--- config.mk ---
export PLATFORM = sky130hd
export DESIGN_NAME = matrix_keypad_scan_debounce
export DESIGN_NICKNAME = d
export VERILOG_FILES = /design/src/rtl/kpd_pkg.sv /design/src/rtl/kpd_apb_regs.sv /design/src/rtl/kpd_scan_ctrl.sv /design/src/rtl/matrix_keypad_scan_debounce.sv
export SDC_FILE = /design/constraint.sdc
export NUM_CORES = 1
export LEC_CHECK = 0
export BUFFER_PORTS_ARGS = -buffer_cell sky130_fd_sc_hd__buf_4
export CAP_MARGIN = 20
export CORE_MARGIN = 1
export CORE_UTILIZATION = 62
export DETAILED_ROUTE_END_ITERATION = 10
export PLACE_DENSITY = 0.87
export REMOVE_ABC_BUFFERS = 1
export SYNTH_ARGS = -nofsm -noshare
export SYNTH_HDL_FRONTEND = slang
export SYNTH_SLANG_ARGS = --single-unit
--- constraint.sdc ---
create_clock -name clk -period 9.81 [get_ports clk]
set_input_delay 0 -clock clk [delete_from_list [all_inputs] [get_ports clk]]
set_output_delay 0 -clock clk [all_outputs]
set_load 0.05 [all_outputs]
--- src/rtl/kpd_pkg.sv ---
// Shared types, constants and key code table for the keypad scanner.
package kpd_pkg;

  localparam int COL_W  = 6;
  localparam int ROW_W  = 4;
  localparam int CODE_W = 8;
  localparam int NUM_W  = 32;
  localparam int TICK_W = 16;

  localparam logic [TICK_W-1:0] DEBOUNCE_RESET = 16'd20;

  // register indexes
  localparam logic REG_DEBOUNCE = 1'b0;

  // character codes
  localparam logic [CODE_W-1:0] KEY_RESET  = 8'h52; // R
  localparam logic [CODE_W-1:0] KEY_MUL    = 8'h2A;
  localparam logic [CODE_W-1:0] KEY_DIV    = 8'h2F;
  localparam logic [CODE_W-1:0] KEY_SUB    = 8'h2D;
  localparam logic [CODE_W-1:0] KEY_MOD    = 8'h25;
  localparam logic [CODE_W-1:0] KEY_ADD    = 8'h2B;
  localparam logic [CODE_W-1:0] KEY_POW    = 8'h5E;
  localparam logic [CODE_W-1:0] KEY_DOT    = 8'h2E;
  localparam logic [CODE_W-1:0] KEY_EQUALS = 8'h3D;

  typedef struct packed {
    logic [ROW_W-1:0]        row_drive;
    logic                    key_valid;
    logic [CODE_W-1:0]       key_code;
    logic                    number_valid;
    logic signed [NUM_W-1:0] number;
  } result_t;

  function automatic logic [CODE_W-1:0] key_lookup(input logic [1:0] row,
                                                   input logic [2:0] col);
    logic [CODE_W-1:0] code;
    code = '0;
    unique case (row)
      2'd0: begin
        unique case (col)
          3'd0: code = KEY_RESET;
          3'd1: code = 8'd7;
          3'd2: code = 8'd8;
          3'd3: code = 8'd9;
          3'd4: code = KEY_MUL;
          3'd5: code = KEY_DIV;
          default: code = '0;
        endcase
      end
      2'd1: begin
        unique case (col)
          3'd1: code = 8'd4;
          3'd2: code = 8'd5;
          3'd3: code = 8'd6;
          3'd4: code = KEY_SUB;
          default: code = '0;
        endcase
      end
      2'd2: begin
        unique case (col)
          3'd0: code = KEY_MOD;
          3'd1: code = 8'd1;
          3'd2: code = 8'd2;
          3'd3: code = 8'd3;
          3'd4: code = KEY_ADD;
          default: code = '0;
        endcase
      end
      2'd3: begin
        unique case (col)
          3'd0: code = KEY_POW;
          3'd2: code = KEY_DOT;
          3'd3: code = KEY_EQUALS;
          3'd4: code = KEY_ADD;
          default: code = '0;
        endcase
      end
      default: code = '0;
    endcase
    return code;
  endfunction

endpackage

--- src/rtl/kpd_apb_regs.sv ---
// APB register file holding the debounce length.
module kpd_apb_regs (
  input  logic        clk,
  input  logic        rst,
  input  logic        psel,
  input  logic        penable,
  input  logic        pwrite,
  input  logic [2:0]  paddr,
  input  logic [31:0] pwdata,
  output logic [31:0] prdata,
  output logic        pready,
  output logic [kpd_pkg::TICK_W-1:0] debounce_ticks
);

  logic hit;

  assign pready = 1'b1;
  assign hit    = (paddr[2] == kpd_pkg::REG_DEBOUNCE);

  always_ff @(posedge clk) begin
    if (rst) begin
      debounce_ticks <= kpd_pkg::DEBOUNCE_RESET;
    end else if (psel && penable && pwrite && hit) begin
      debounce_ticks <= pwdata[kpd_pkg::TICK_W-1:0];
    end
  end

  always_comb begin
    prdata = '0;
    if (hit) begin
      prdata = {{(32 - kpd_pkg::TICK_W){1'b0}}, debounce_ticks};
    end
  end

endmodule

--- src/rtl/kpd_scan_ctrl.sv ---
// Scan and debounce sequencer with decimal accumulator.
module kpd_scan_ctrl #(
  parameter int KEY_ROWS = 4,
  parameter int KEY_COLS = 6
) (
  input  logic                        clk,
  input  logic                        rst,
  input  logic                        advance,
  input  logic [kpd_pkg::COL_W-1:0]   cols,
  input  logic [kpd_pkg::TICK_W-1:0]  debounce_ticks,
  output kpd_pkg::result_t            result
);

  localparam logic [1:0] PH_RELEASE = 2'd0;
  localparam logic [1:0] PH_PRESS   = 2'd1;
  localparam logic [1:0] PH_SETTLE  = 2'd2;
  localparam logic [1:0] PH_SCAN    = 2'd3;

  localparam logic [kpd_pkg::COL_W-1:0] COL_MASK =
    kpd_pkg::COL_W'((1 << KEY_COLS) - 1);

  logic [1:0]                 phase, phase_next;
  logic [1:0]                 scan_row, scan_row_next;
  logic [kpd_pkg::TICK_W-1:0] settle_count, settle_count_next, settle_inc;
  logic [kpd_pkg::NUM_W-1:0]  accumulator, accumulator_next;
  logic                       released;
  logic                       found;
  logic [2:0]                 hit_col;
  logic [2:0]                 row_plus;
  logic [1:0]                 next_row;
  logic [kpd_pkg::CODE_W-1:0] code;

  assign released = ((cols & COL_MASK) == COL_MASK);
  assign settle_inc = settle_count + kpd_pkg::TICK_W'(1);
  assign row_plus = {1'b0, scan_row} + 3'd1;
  assign next_row = row_plus[1:0];

  // lowest low column wins
  always_comb begin
    found   = 1'b0;
    hit_col = '0;
    for (int c = kpd_pkg::COL_W - 1; c >= 0; c--) begin
      if (c < KEY_COLS && !cols[c]) begin
        found   = 1'b1;
        hit_col = 3'(c);
      end
    end
  end

  assign code = kpd_pkg::key_lookup(scan_row, hit_col);

  always_comb begin
    phase_next        = phase;
    scan_row_next     = scan_row;
    settle_count_next = settle_count;
    accumulator_next  = accumulator;
    result            = '0;
    unique case (phase)
      PH_RELEASE: begin
        if (released) phase_next = PH_PRESS;
      end
      PH_PRESS: begin
        if (!released) begin
          phase_next        = PH_SETTLE;
          settle_count_next = '0;
        end
      end
      PH_SETTLE: begin
        settle_count_next = settle_inc;
        if (settle_inc >= debounce_ticks || settle_inc == '0) begin
          settle_count_next = '0;
          if (!released) begin
            phase_next       = PH_SCAN;
            scan_row_next    = '0;
            result.row_drive = 4'b1110;
          end else begin
            phase_next = PH_PRESS;
          end
        end
      end
      PH_SCAN: begin
        if (found) begin
          result.key_valid = 1'b1;
          result.key_code  = code;
          if (code == kpd_pkg::KEY_EQUALS) begin
            result.number_valid = 1'b1;
            result.number       = accumulator;
            accumulator_next    = '0;
          end else begin
            accumulator_next = (accumulator << 3) + (accumulator << 1)
                             + {{(kpd_pkg::NUM_W - kpd_pkg::CODE_W){1'b0}}, code};
          end
          phase_next    = PH_RELEASE;
          scan_row_next = '0;
        end else if (row_plus < 3'(KEY_ROWS)) begin
          scan_row_next    = next_row;
          result.row_drive = ~(4'b0001 << next_row);
        end else begin
          phase_next    = PH_RELEASE;
          scan_row_next = '0;
        end
      end
      default: phase_next = PH_RELEASE;
    endcase
  end

  always_ff @(posedge clk) begin
    if (rst) begin
      phase        <= PH_RELEASE;
      scan_row     <= '0;
      settle_count <= '0;
      accumulator  <= '0;
    end else if (advance) begin
      phase        <= phase_next;
      scan_row     <= scan_row_next;
      settle_count <= settle_count_next;
      accumulator  <= accumulator_next;
    end
  end

  // scan row stays zero outside of scan
  a_row_idle: assert property (@(posedge clk) disable iff (rst)
    (phase != PH_SCAN) |-> (scan_row == 2'd0))
    else $error("scan_row nonzero outside scan");

  // accumulator clears after a number is reported
  a_num_eq: assert property (@(posedge clk) disable iff (rst)
    (advance && result.number_valid) |=> (accumulator == '0))
    else $error("accumulator not cleared after number");

  // settle counter only moves while settling
  a_settle: assert property (@(posedge clk) disable iff (rst)
    (phase != PH_SETTLE) |-> (settle_count == '0))
    else $error("settle_count nonzero outside settle");

endmodule

--- src/rtl/matrix_keypad_scan_debounce.sv ---
// An accepted word waits in the input register, then its result is registered.
// One word per cycle while not stalled; the sequencer advances once per word.
// Input register and result register decouple the two channels.
// Reset: synchronous; scan state, accumulator and valids clear,
// debounce_ticks returns to 20.
module matrix_keypad_scan_debounce #(
  parameter int KEY_ROWS = 4,
  parameter int KEY_COLS = 6
) (
  input  logic        clk,
  input  logic        rst,
  input  logic        psel,
  input  logic        penable,
  input  logic        pwrite,
  input  logic [2:0]  paddr,
  input  logic [31:0] pwdata,
  output logic [31:0] prdata,
  output logic        pready,
  input  logic        sample_valid,
  output logic        sample_stall,
  input  logic [5:0]  column_lines,
  output logic        result_valid,
  input  logic        result_stall,
  output logic [3:0]  row_drive,
  output logic        key_valid,
  output logic [7:0]  key_code,
  output logic        number_valid,
  output logic signed [31:0] number
);

  logic [kpd_pkg::TICK_W-1:0] debounce_ticks;
  logic                       s1_valid;
  logic [kpd_pkg::COL_W-1:0]  s1_cols;
  logic                       advance;
  logic                       accept;
  kpd_pkg::result_t           step_result;
  kpd_pkg::result_t           out_word;

  kpd_apb_regs u_regs (
    .clk            (clk),
    .rst            (rst),
    .psel           (psel),
    .penable        (penable),
    .pwrite         (pwrite),
    .paddr          (paddr),
    .pwdata         (pwdata),
    .prdata         (prdata),
    .pready         (pready),
    .debounce_ticks (debounce_ticks)
  );

  kpd_scan_ctrl #(
    .KEY_ROWS (KEY_ROWS),
    .KEY_COLS (KEY_COLS)
  ) u_ctrl (
    .clk            (clk),
    .rst            (rst),
    .advance        (advance),
    .cols           (s1_cols),
    .debounce_ticks (debounce_ticks),
    .result         (step_result)
  );

  assign advance      = s1_valid && (!result_valid || !result_stall);
  assign sample_stall = s1_valid && result_valid && result_stall;
  assign accept       = sample_valid && !sample_stall;

  always_ff @(posedge clk) begin
    if (rst) begin
      s1_valid <= 1'b0;
    end else if (accept) begin
      s1_valid <= 1'b1;
    end else if (advance) begin
      s1_valid <= 1'b0;
    end
  end

  always_ff @(posedge clk) begin
    if (accept) s1_cols <= column_lines;
  end

  always_ff @(posedge clk) begin
    if (rst) begin
      result_valid <= 1'b0;
    end else if (advance) begin
      result_valid <= 1'b1;
    end else if (!result_stall) begin
      result_valid <= 1'b0;
    end
  end

  always_ff @(posedge clk) begin
    if (advance) out_word <= step_result;
  end

  assign row_drive    = out_word.row_drive;
  assign key_valid    = out_word.key_valid;
  assign key_code     = out_word.key_code;
  assign number_valid = out_word.number_valid;
  assign number       = out_word.number;

  a_stall_full: assert property (@(posedge clk) disable iff (rst)
    sample_stall |-> (s1_valid && result_valid))
    else $error("input stalled with room in pipeline");

  a_load: assert property (@(posedge clk) disable iff (rst)
    accept |=> s1_valid)
    else $error("accepted word lost");

  a_key_rows: assert property (@(posedge clk) disable iff (rst)
    (result_valid && key_valid) |-> (row_drive == 4'd0))
    else $error("rows not all low on key report");

  a_num_key: assert property (@(posedge clk) disable iff (rst)
    (result_valid && number_valid) |-> (key_valid && key_code == kpd_pkg::KEY_EQUALS))
    else $error("number without equals key");

endmodule
Word level (Yosys, flattened, before mapping)
Index checks and enable logic that the tools add are counted.
{"block": "op_classes", "n_addsub": 4, "n_lt_le_gt_ge": 2, "eq_ne": 19, "shift": 1, "mux": 45, "bitwise": 2, "n_reduce_logical": 25}
{"cell": "$mux W16", "n": 3}
{"cell": "$mux W42", "n": 1}
{"cell": "$pmux W7 S6", "n": 1}
{"cell": "$mux W33", "n": 1}
{"cell": "$add A32 B32 Y32", "n": 1}
{"cell": "$add A32 B8 Y32", "n": 1}
{"cell": "$mux W32", "n": 1}
{"cell": "$pmux W16 S2", "n": 1}
{"cell": "$pmux W8 S4", "n": 1}
{"cell": "$pmux W6 S5", "n": 1}
{"cell": "$pmux W7 S4", "n": 1}
{"cell": "$pmux W6 S4", "n": 1}
{"cell": "$mux W2", "n": 10}
{"cell": "$mux W3", "n": 6}
{"cell": "$add A16 B1 Y16 const B", "n": 1}
{"cell": "$ge A16 B16 Y1", "n": 1}
{"cell": "$logic_not A16 Y1", "n": 1}
{"cell": "$mux W4", "n": 4}
{"cell": "$mux W1", "n": 10}
{"cell": "$reduce_and A3 Y1", "n": 3}
{"cell": "$eq A2 B2 Y1 const B", "n": 4}
{"cell": "$eq A8 B6 Y1 const B", "n": 1}
{"cell": "$pmux W2 S4", "n": 1}
{"cell": "$pmux W4 S2", "n": 1}
{"cell": "23 further kinds", "n": 41}
{"block": "word_totals", "register_bits": 122, "inputBits": 48, "elab_cells": 111}

Longest topological paths before layout
Gate-level depths: netlist of run 1.
{"block": "logic_depth", "ltp_word": 12, "mapped_depth": 19, "mapped_depth_nobuf": 19}

Cells and area by module
From an unflattened synthesis of run 1, not the netlist that was laid out.
{"block": "unflattened", "cells_unflattened": 838, "hier_area_um2": 7837.5}
{"module": "kpd_scan_ctrl", "n_inst": 1, "cells_each": 670, "area_per_inst_um2": 5212.5, "seq_area_each_um2": 1041.0}
{"module": "matrix_keypad_scan_debounce", "n_inst": 1, "cells_each": 62, "area_per_inst_um2": 1647.8, "seq_area_each_um2": 1601.5}
{"module": "kpd_apb_regs", "n_inst": 1, "cells_each": 106, "area_per_inst_um2": 977.2, "seq_area_each_um2": 320.3}

Worst setup path after synthesis of run 1
OpenSTA, ideal clock, no wires.
{"block": "synth_timing", "path_kind": "register to register", "from": "register s1_cols[4] (netlist name)", "to": "register u_ctrl.accumulator[28] (netlist name)", "setup_time_ps": 127, "t_arrival_ps": 4316, "required_ps": 9683, "path_slack_ps": 5367, "stages_incl_launch_ff": 19, "n_path_buf": 1, "synth_period_minus_slack_ps": 4443, "cell_sequence": "edfxtp_1 nand2_1 or3b_2 clkbuf_1 o21ai_0 nor2_1 a2111oi_0 a21oi_1 ha_1 ha_1 fa_1 a21o_2 a31oi_2 o21ai_1 a222oi_1 o21ai_2 a21oi_2 nor4b_1 or3_1"}
{"block": "synth_via", "elab_chain_len": 10}
{"item": "from (decl)", "line": "matrix_keypad_scan_debounce.sv:33", "text": "logic [kpd_pkg::COL_W-1:0] s1_cols;"}
{"item": "from (signal assigned)", "line": "matrix_keypad_scan_debounce.sv:79", "text": "if (accept) s1_cols <= column_lines;"}
{"item": "$mux W3 (*) (5 in series)", "line": "kpd_scan_ctrl.sv:43", "text": "if (c < KEY_COLS && !cols[c]) begin"}
{"item": "$eq A3 B3 Y1, or another cell as far along", "line": "kpd_pkg.sv:40", "text": "unique case (col)"}
{"item": "$pmux W7 S6, or another cell as far along", "line": "kpd_pkg.sv:40"}
{"item": "$pmux W8 S4 (*)", "line": "kpd_pkg.sv:38", "text": "unique case (row)"}
{"item": "net u_ctrl.code (one bit)", "line": "kpd_scan_ctrl.sv:31", "text": "logic [kpd_pkg::CODE_W-1:0] code;"}
{"item": "$add A32 B8 Y32 or $eq A8 B6 Y1 (tied branches)", "line": "kpd_scan_ctrl.sv:91, kpd_scan_ctrl.sv:85"}
{"item": "$mux W32 (*)", "line": "kpd_scan_ctrl.sv:85", "text": "if (code == kpd_pkg::KEY_EQUALS) begin"}
{"item": "to (signal assigned)", "line": "kpd_scan_ctrl.sv:117", "text": "accumulator <= accumulator_next;"}
{"item": "to (decl)", "line": "kpd_scan_ctrl.sv:25", "text": "logic [kpd_pkg::NUM_W-1:0] accumulator, accumulator_next;"}
The timed path passes the listed nets; every way through them passes the cells marked *. The select of a mux whose other input is x is not followed.
A chain may end at the register's enable or synchronous reset.

Final worst setup path of run 1
Same ends and word-level chain as after synthesis.

==> impl_metrics.py, run 1 <==
metrics = {
    "sta": {
        "worst_pin_slew_ns": 1.06,
        "period_share": 0.545,
        "period_needed_ns": 5.35,
        "relSlewSlack": 0.288,
        "fin_skew_ns": 0.00832,
        "finalHoldViolCount": 0,
        "setup_viol": 0,
        "fin_hold_ws_ns": 0.0821,
        "fin_setup_tns_ns": 0,
        "timing.fmax_mhz": 187,
        "rsz0062_at_grt": "false",
        "drv_slew": 0,
    },
    "setup_path": {
        "reg2reg_from": "s1_cols[4]",
        "critPathMaxFanout": 10,
        "startpoint_type": "register",
        "crit_required_ns": 10.11,
        "r2r-end": "u_ctrl.accumulator[28]",
        "reg2regPathDepth": 19,
        "worst-setup-path-type": "reg2reg",
        "crit_arrival_ns": 5.65,
        "cp-end-kind": "register",
        "ff2ff_setup_slack_ns": 4.46,
    },
    "logic_synthesis": {
        "synth-seq-cells": 121,
        "yosys_warnings": 0,
        "syn-cell-area_um2": 7660,
        "yosysSeqAreaShare": 0.383,
        "yosys.area.top_type": "edfxtp_1",
        "netlist_instances": 836,
        "yosysMostFrequentCell": "nor2_1",
        "synth_common_cells": "nor2_1 (77), ha_1 (76), nand2_1 (74)",
        "syn_avg_cell_area_um2": 9.16,
        "synth-main-ff-cell": "dfxtp_1",
        "synth_top_area_frac": 0.200,
        "ys_top_cells_by_area": "edfxtp_1 (20%), dfxtp_1 (18%), ha_1 (12%)",
        "ys_types": 78,
        "async_flop_share": 0,
        "synth-edff-count": 51,
    },
    "worst_hold_path": {
        "min_to": "u_ctrl.settle_count[8]",
        "hp-start": "rst",
        "hold_path.class": "in2reg",
        "holdPathStages": 2,
    },
    "clock_tree": {
        "cts_root_buf": "clkbuf_16",
        "post_cts_buffers": 0,
        "cts_hold_buffers": 24,
        "clkSinkCount": 121,
        "clkTransAtPathRegs_ns": 0.05,
        "cts_made_buffers": 17,
        "cts_tree": "yes",
        "clock_latency_ns": 0.42,
        "ctsResizeCount": 0,
        "ctsHtreeMaxLevel": 4,
        "clockBufferDepth": 2,
    },
    "layout": {
        "drive_above_1_share": 0.150,
        "final_area_um2": 9120,
        "antenna_cells": 0,
        "area_delta_synth_final_pct": 19.1,
        "nets": 1061,
        "final_cell_count_no_fill": 1092,
    },
    "power": {
        "power.leakage_nw": 3.89,
        "p_per_area_nw_per_um2": 140,
        "ir_drop_mv": 0.152,
        "totalPowerFinal_w": 0.00128,
    },
    "global_route": {
        "grt_pass1_wl_um": 29700,
        "grtUsageTotal": 0.297,
        "grt_max_degree": 62,
        "overflow": 0,
        "antenna_found_initial": 0,
        "grt_pass1_vias": 6342,
    },
    "detailed_routing": {
        "route.detailed.drc": 0,
        "vias_per_cell": 5.98,
        "antenna_left": 0,
        "initialDrtViolationCount": 468,
        "wl_per_cell_um": 16.7,
        "routed_wl_um": 18200,
        "firstDrtPassIters": 5,
        "vias": 6527,
    },
    "placement": {
        "hpwl_um": 11900,
        "port_buffers": 92,
        "gp_congestion": 0.843,
        "dpl_cell_area_um2": 8300,
        "dp.cells": 1036,
    },
    "floorplan": {
        "io_pins": 129,
        "core_um2": 12000,
        "dieArea_um2": 12800,
        "initial_core_util": 0.638,
        "fp-row-count": 40,
        "die_y_um": 113,
        "die_x_um": 113,
    },
    "run_status": {
        "status": "completed",
    },
    "run": {
        "maxCapViolCount": 0,
    },
}
-- metal layers --
layer,wire length (um),part of all wire,vias up,global-route usage
met5,0,0,-,0
met4,505,0.028,0,0.139
met3,841,0.046,48,0.0691
met2,9570,0.53,192,0.537
met1,7280,0.40,3114,0.331
li1,-,-,3173,-
-- metrics by stage --
step | worst slack (ns) | utilization
detailed placement | 4.70 | 0.691
finish | 4.46 | 0.759
CTS | 4.57 | 0.759
floorplan | 5.41 | -
global route | 4.13 | 0.759
global placement | 4.84 | 0.691
-- layout by cell type, fill, tap and decap left out, types with 4 or more instances in the layout --
cell,n
a22oi_1,24
o21ai_0,40
ha_1,76
nor2_1,77
nor3_1,19
a21o_1,6
clkbuf_16,17
nand2b_1,7
dfxtp_1,70
a2111oi_0,4
nand3_1,18
nor2b_1,8
inv_1,41
edfxtp_1,51
or3_1,10
o21a_1,5
nor4_1,6
a211oi_1,7
nand2_1,74
a21oi_1,53
fa_1,5
o31ai_1,4
and2_1,34
clkinv_2,4
clkbuf_1,5
conb_1,18
nand4_1,9
xor2_1,12
xnor2_1,25
o21bai_1,9
a211o_1,7
buf_4,95
and3_1,6
dlygate4sd3_1,24
a221o_1,4
-- cell type report --
type | instances | area, um2
Sequential cell | 121 | 2930
Inverter | 42 | 158
Clock buffer | 23 | 458
Clock inverter | 9 | 125
Fill cell | 824 | 2890
Tap cell | 147 | 184
Timing Repair Buffer | 119 | 953
Multi-Input combinational cell | 631 | 4310
-- where the power goes --
group	switching [W]	internal (W)
clock network	0.000217	0.000403
registers	0.00000552	0.000536
logic	0.0000826	0.0000340
-- state kept, by name (all words and copies together), names as in the netlist, 2 cells and up --
register,count
u_ctrl.phase,2
u_regs.debounce_ticks,16
key_code,7
u_ctrl.accumulator,32
u_ctrl.settle_count,16
number,32
s1_cols,6
row_drive,4
u_ctrl.scan_row,2
-- worst max-delay path, cell delays in order (launching register included) --
cell and delay [ns]:
edfxtp_1 0.38, inv_1 0.04, o21ai_0 0.18, nand2_1 0.09, a21boi_1 0.62, nand2b_1 0.19, a21oi_1 0.07, a2111oi_0 0.50
a21oi_1 0.12, ha_1 0.30, ha_1 0.23, fa_1 0.42, a21o_2 0.26, a31oi_2 0.25, o21ai_1 0.11, a222oi_1 0.69
o21ai_2 0.18, a21oi_2 0.19, nor4b_1 0.06, or3_1 0.36
-- how the worst max path moves through the flow --
stage | start | to | slack [ns] | depth (start not counted)
2_1_floorplan | s1_cols[4] | u_ctrl.accumulator[28] | 5.41 | 19
3_3_place_gp | s1_cols[4] | u_ctrl.accumulator[28] | 4.84 | 19
3_5_place_dp | s1_cols[4] | u_ctrl.accumulator[28] | 4.70 | 19
4_1_cts | s1_cols[4] | u_ctrl.accumulator[28] | 4.57 | 19
5_1_grt | s1_cols[4] | u_ctrl.accumulator[28] | 4.13 | 19
6_report | s1_cols[4] | u_ctrl.accumulator[28] | 4.46 | 19
-- logic make-up (layout without fill, tap and decap cells) --
group,count (synthesis),after routing,share of synthesized area
AOI/OAI and AO/OA,195,195,0.170
xor gates and xnor gates,39,39,0.0466
adders and majority gates,81,81,0.137
buffers and inverters,100,193,0.0623
DFF,121,121,0.383
muxes,6,6,0.00833
other,2,18,0.000981
and+or+nand+nor,292,292,0.192
Power figures use the tool's default switching activity.
==> inputs of run 2 (changes only) <==
--- a/config.mk
+++ b/config.mk
@@ -8,9 +8,9 @@
 export BUFFER_PORTS_ARGS = -buffer_cell sky130_fd_sc_hd__buf_4
 export CAP_MARGIN = 20
 export CORE_MARGIN = 1
-export CORE_UTILIZATION = 62
+export CORE_UTILIZATION = 52
 export DETAILED_ROUTE_END_ITERATION = 10
-export PLACE_DENSITY = 0.87
+export PLACE_DENSITY = 0.78
 export REMOVE_ABC_BUFFERS = 1
 export SYNTH_ARGS = -nofsm -noshare
 export SYNTH_HDL_FRONTEND = slang
==> constraint.sdc (replaced) <==
create_clock -name clk -period 4.8 [get_ports clk]
set_input_delay 0 -clock clk [delete_from_list [all_inputs] [get_ports clk]]
set_output_delay 0 -clock clk [all_outputs]
set_load 0.05 [all_outputs]
==> run 2 against run 1 <==
Net effect: critical endpoint unchanged; design area is 1.4% higher; sequential cell count did not move; clock power up 110%; die area grew 19%; combinational power rose by 100%; highest routed layer unchanged; total power rose by 110%; largest power group unchanged; utilization shrank 10 points; sequential power increased by 100%.
==> impl_metrics.py, run 2 (same netlist as run 1, synthesis figures left out) <==
metrics = {
    "run_status": {
        "status": "completed",
    },
    "layout": {
        "final_common_cell": "buf_4",
        "nets": 1067,
        "area_delta_synth_final_pct": 20.8,
        "nFillCells": 1105,
        "multiInputGateArea_um2": 4320,
        "drive_above_1_share": 0.163,
        "regArea_um2": 2930,
        "layout_common_cells": "buf_4 (101), nor2_1 (77), ha_1 (76)",
        "antenna_cells": 0,
    },
    "sta": {
        "fin_setup_tns_ns": 0,
        "period_needed_ns": 4.49,
        "setup_viol": 0,
        "drv_slew": 0,
        "worst_pin_slew_ns": 0.907,
        "finalHoldViolCount": 0,
        "timing.fmax_mhz": 223,
        "fin_skew_ns": 0.0105,
        "period_share": 0.936,
        "relSlewSlack": 0.395,
        "layout_setup_ws_ns": 0.308,
        "rsz0062_at_grt": "false",
    },
    "detailed_routing": {
        "wl_per_cell_um": 15.7,
        "met3_length_um": 691,
        "initialDrtViolationCount": 467,
        "routed_wl_um": 17700,
        "wl_met1_um": 7550,
        "vias": 6458,
        "met2WireLength_um": 9070,
        "top_layer_used": "met4",
        "route.detailed.drc": 0,
        "antenna_left": 0,
        "vias_per_cell": 5.71,
        "firstDrtPassIters": 5,
    },
    "clock_tree": {
        "cts_tree": "yes",
        "cts_root_buf": "clkbuf_16",
        "clkTransAtPathRegs_ns": 0.06,
        "clkSinkCount": 121,
        "clock_latency_ns": 0.43,
        "clockBufferDepth": 2,
        "cts_made_buffers": 17,
        "ctsHtreeMaxLevel": 4,
    },
    "placement": {
        "port_buffers": 92,
        "pre_cts_slack_ns": 0.120,
        "gp_congestion": 0.927,
        "hpwl_um": 12300,
    },
    "floorplan": {
        "io_pins": 129,
        "core_um2": 14100,
        "initial_core_util": 0.543,
        "die_y_um": 123,
        "dieArea_um2": 15200,
        "fp-row-count": 43,
        "die_x_um": 123,
    },
    "power": {
        "p_per_area_nw_per_um2": 288,
        "ir_drop_mv": 0.251,
        "power.leakage_nw": 3.93,
        "totalPowerFinal_w": 0.00266,
    },
    "run": {
        "maxCapViolCount": 0,
    },
    "global_route": {
        "grtUsageTotal": 0.243,
        "antenna_found_initial": 0,
        "grt_pass1_vias": 6081,
        "grt_max_degree": 62,
        "grt_pass1_wl_um": 28700,
        "overflow": 0,
    },
    "setup_path": {
        "path_cells": "nand2_1 -> or3b_2 -> o21ai_0 -> nor2_1 -> a2111oi_2 -> a21oi_1 -> ha_1 -> ha_1 -> fa_1 -> a21o_2 -> a31oi_2 -> o21ai_1 -> a222oi_1 -> buf_4 -> o21ai_2 -> a21oi_2 -> nor4b_1 -> or3_1",
        "cp-end-kind": "register",
        "crit_top_cell": "ha_1",
        "path_buf_inv": 1,
        "slowest_stage": "or3b_2",
        "slowest_delay_ns": 0.56,
        "critPathTopFamily": "compound AO/OA/AOI/OAI gates",
        "crit_arrival_ns": 4.80,
        "startpoint_type": "register",
        "crit_required_ns": 5.10,
        "worst-setup-path-type": "reg2reg",
        "critPathMaxFanout": 6,
    },
    "worst_hold_path": {
        "hold_path.class": "in2reg",
    },
}
-- run 2: cell count changes in the layout (fill, tap and decap cells not counted), sizes merged --
| cell | delta |
|---|---|
| inv | +1 |
| clkbuf | -4 |
| buf | +6 |
| clkinvlp | +1 |
| clkinv | +3 |
| bufinv | -1 |
-- run 2: through the flow --
step                instance area [um2]  utilization  hold WS (ns)  instances
floorplan                          7400            -        0.0691        794
finish                             9250        0.656        0.0649       1131
global route                       9250        0.656        0.0861       1131
CTS                                9230        0.655        0.0737       1129
global placement                   8370        0.594         0.181       1073
detailed placement                 8370        0.594         0.179       1073
-- run 2: metal layers --
layer,GRT usage,vias up
met5,0,-
met4,0.101,0
met3,0.0494,37
met2,0.427,165
met1,0.288,3083
li1,-,3173
-- run 2: layout make-up --
cell class                 count  share of cell area
multi-input combinational    631               0.467
clock buffer                  19              0.0514
sequential                   121               0.317
timing repair buffer         125               0.108
tap                          180              0.0244
inverter                      42              0.0170
clock inverter                13              0.0153
-- run 2: path summary, 6_finish.rpt --
kind | slack [ns] | cells past startpoint | endpoint | start
max | 0.31 | 18 | u_ctrl.accumulator[28] | s1_cols[1]
min | 0.06 | 2 | u_ctrl.accumulator[4] | rst
max reg2reg | 0.31 | 18 | u_ctrl.accumulator[28] | s1_cols[1]
min reg2reg | 0.45 | 2 | u_regs.debounce_ticks[1] | u_regs.debounce_ticks[1]
-- run 2: repair_timing --
action	4_1_cts	5_1_grt
endpoints found under the hold margin	24	0
gates resized for setup	0	2
hold buffers	24	0
setup endpoints to repair	0	4
buffers inserted	0	1
-- run 2: where the power goes --
part,internal (W),switching [W]
clock,0.000827,0.000490
combinational,0.0000709,0.000168
sequential,0.00110,0.0000101
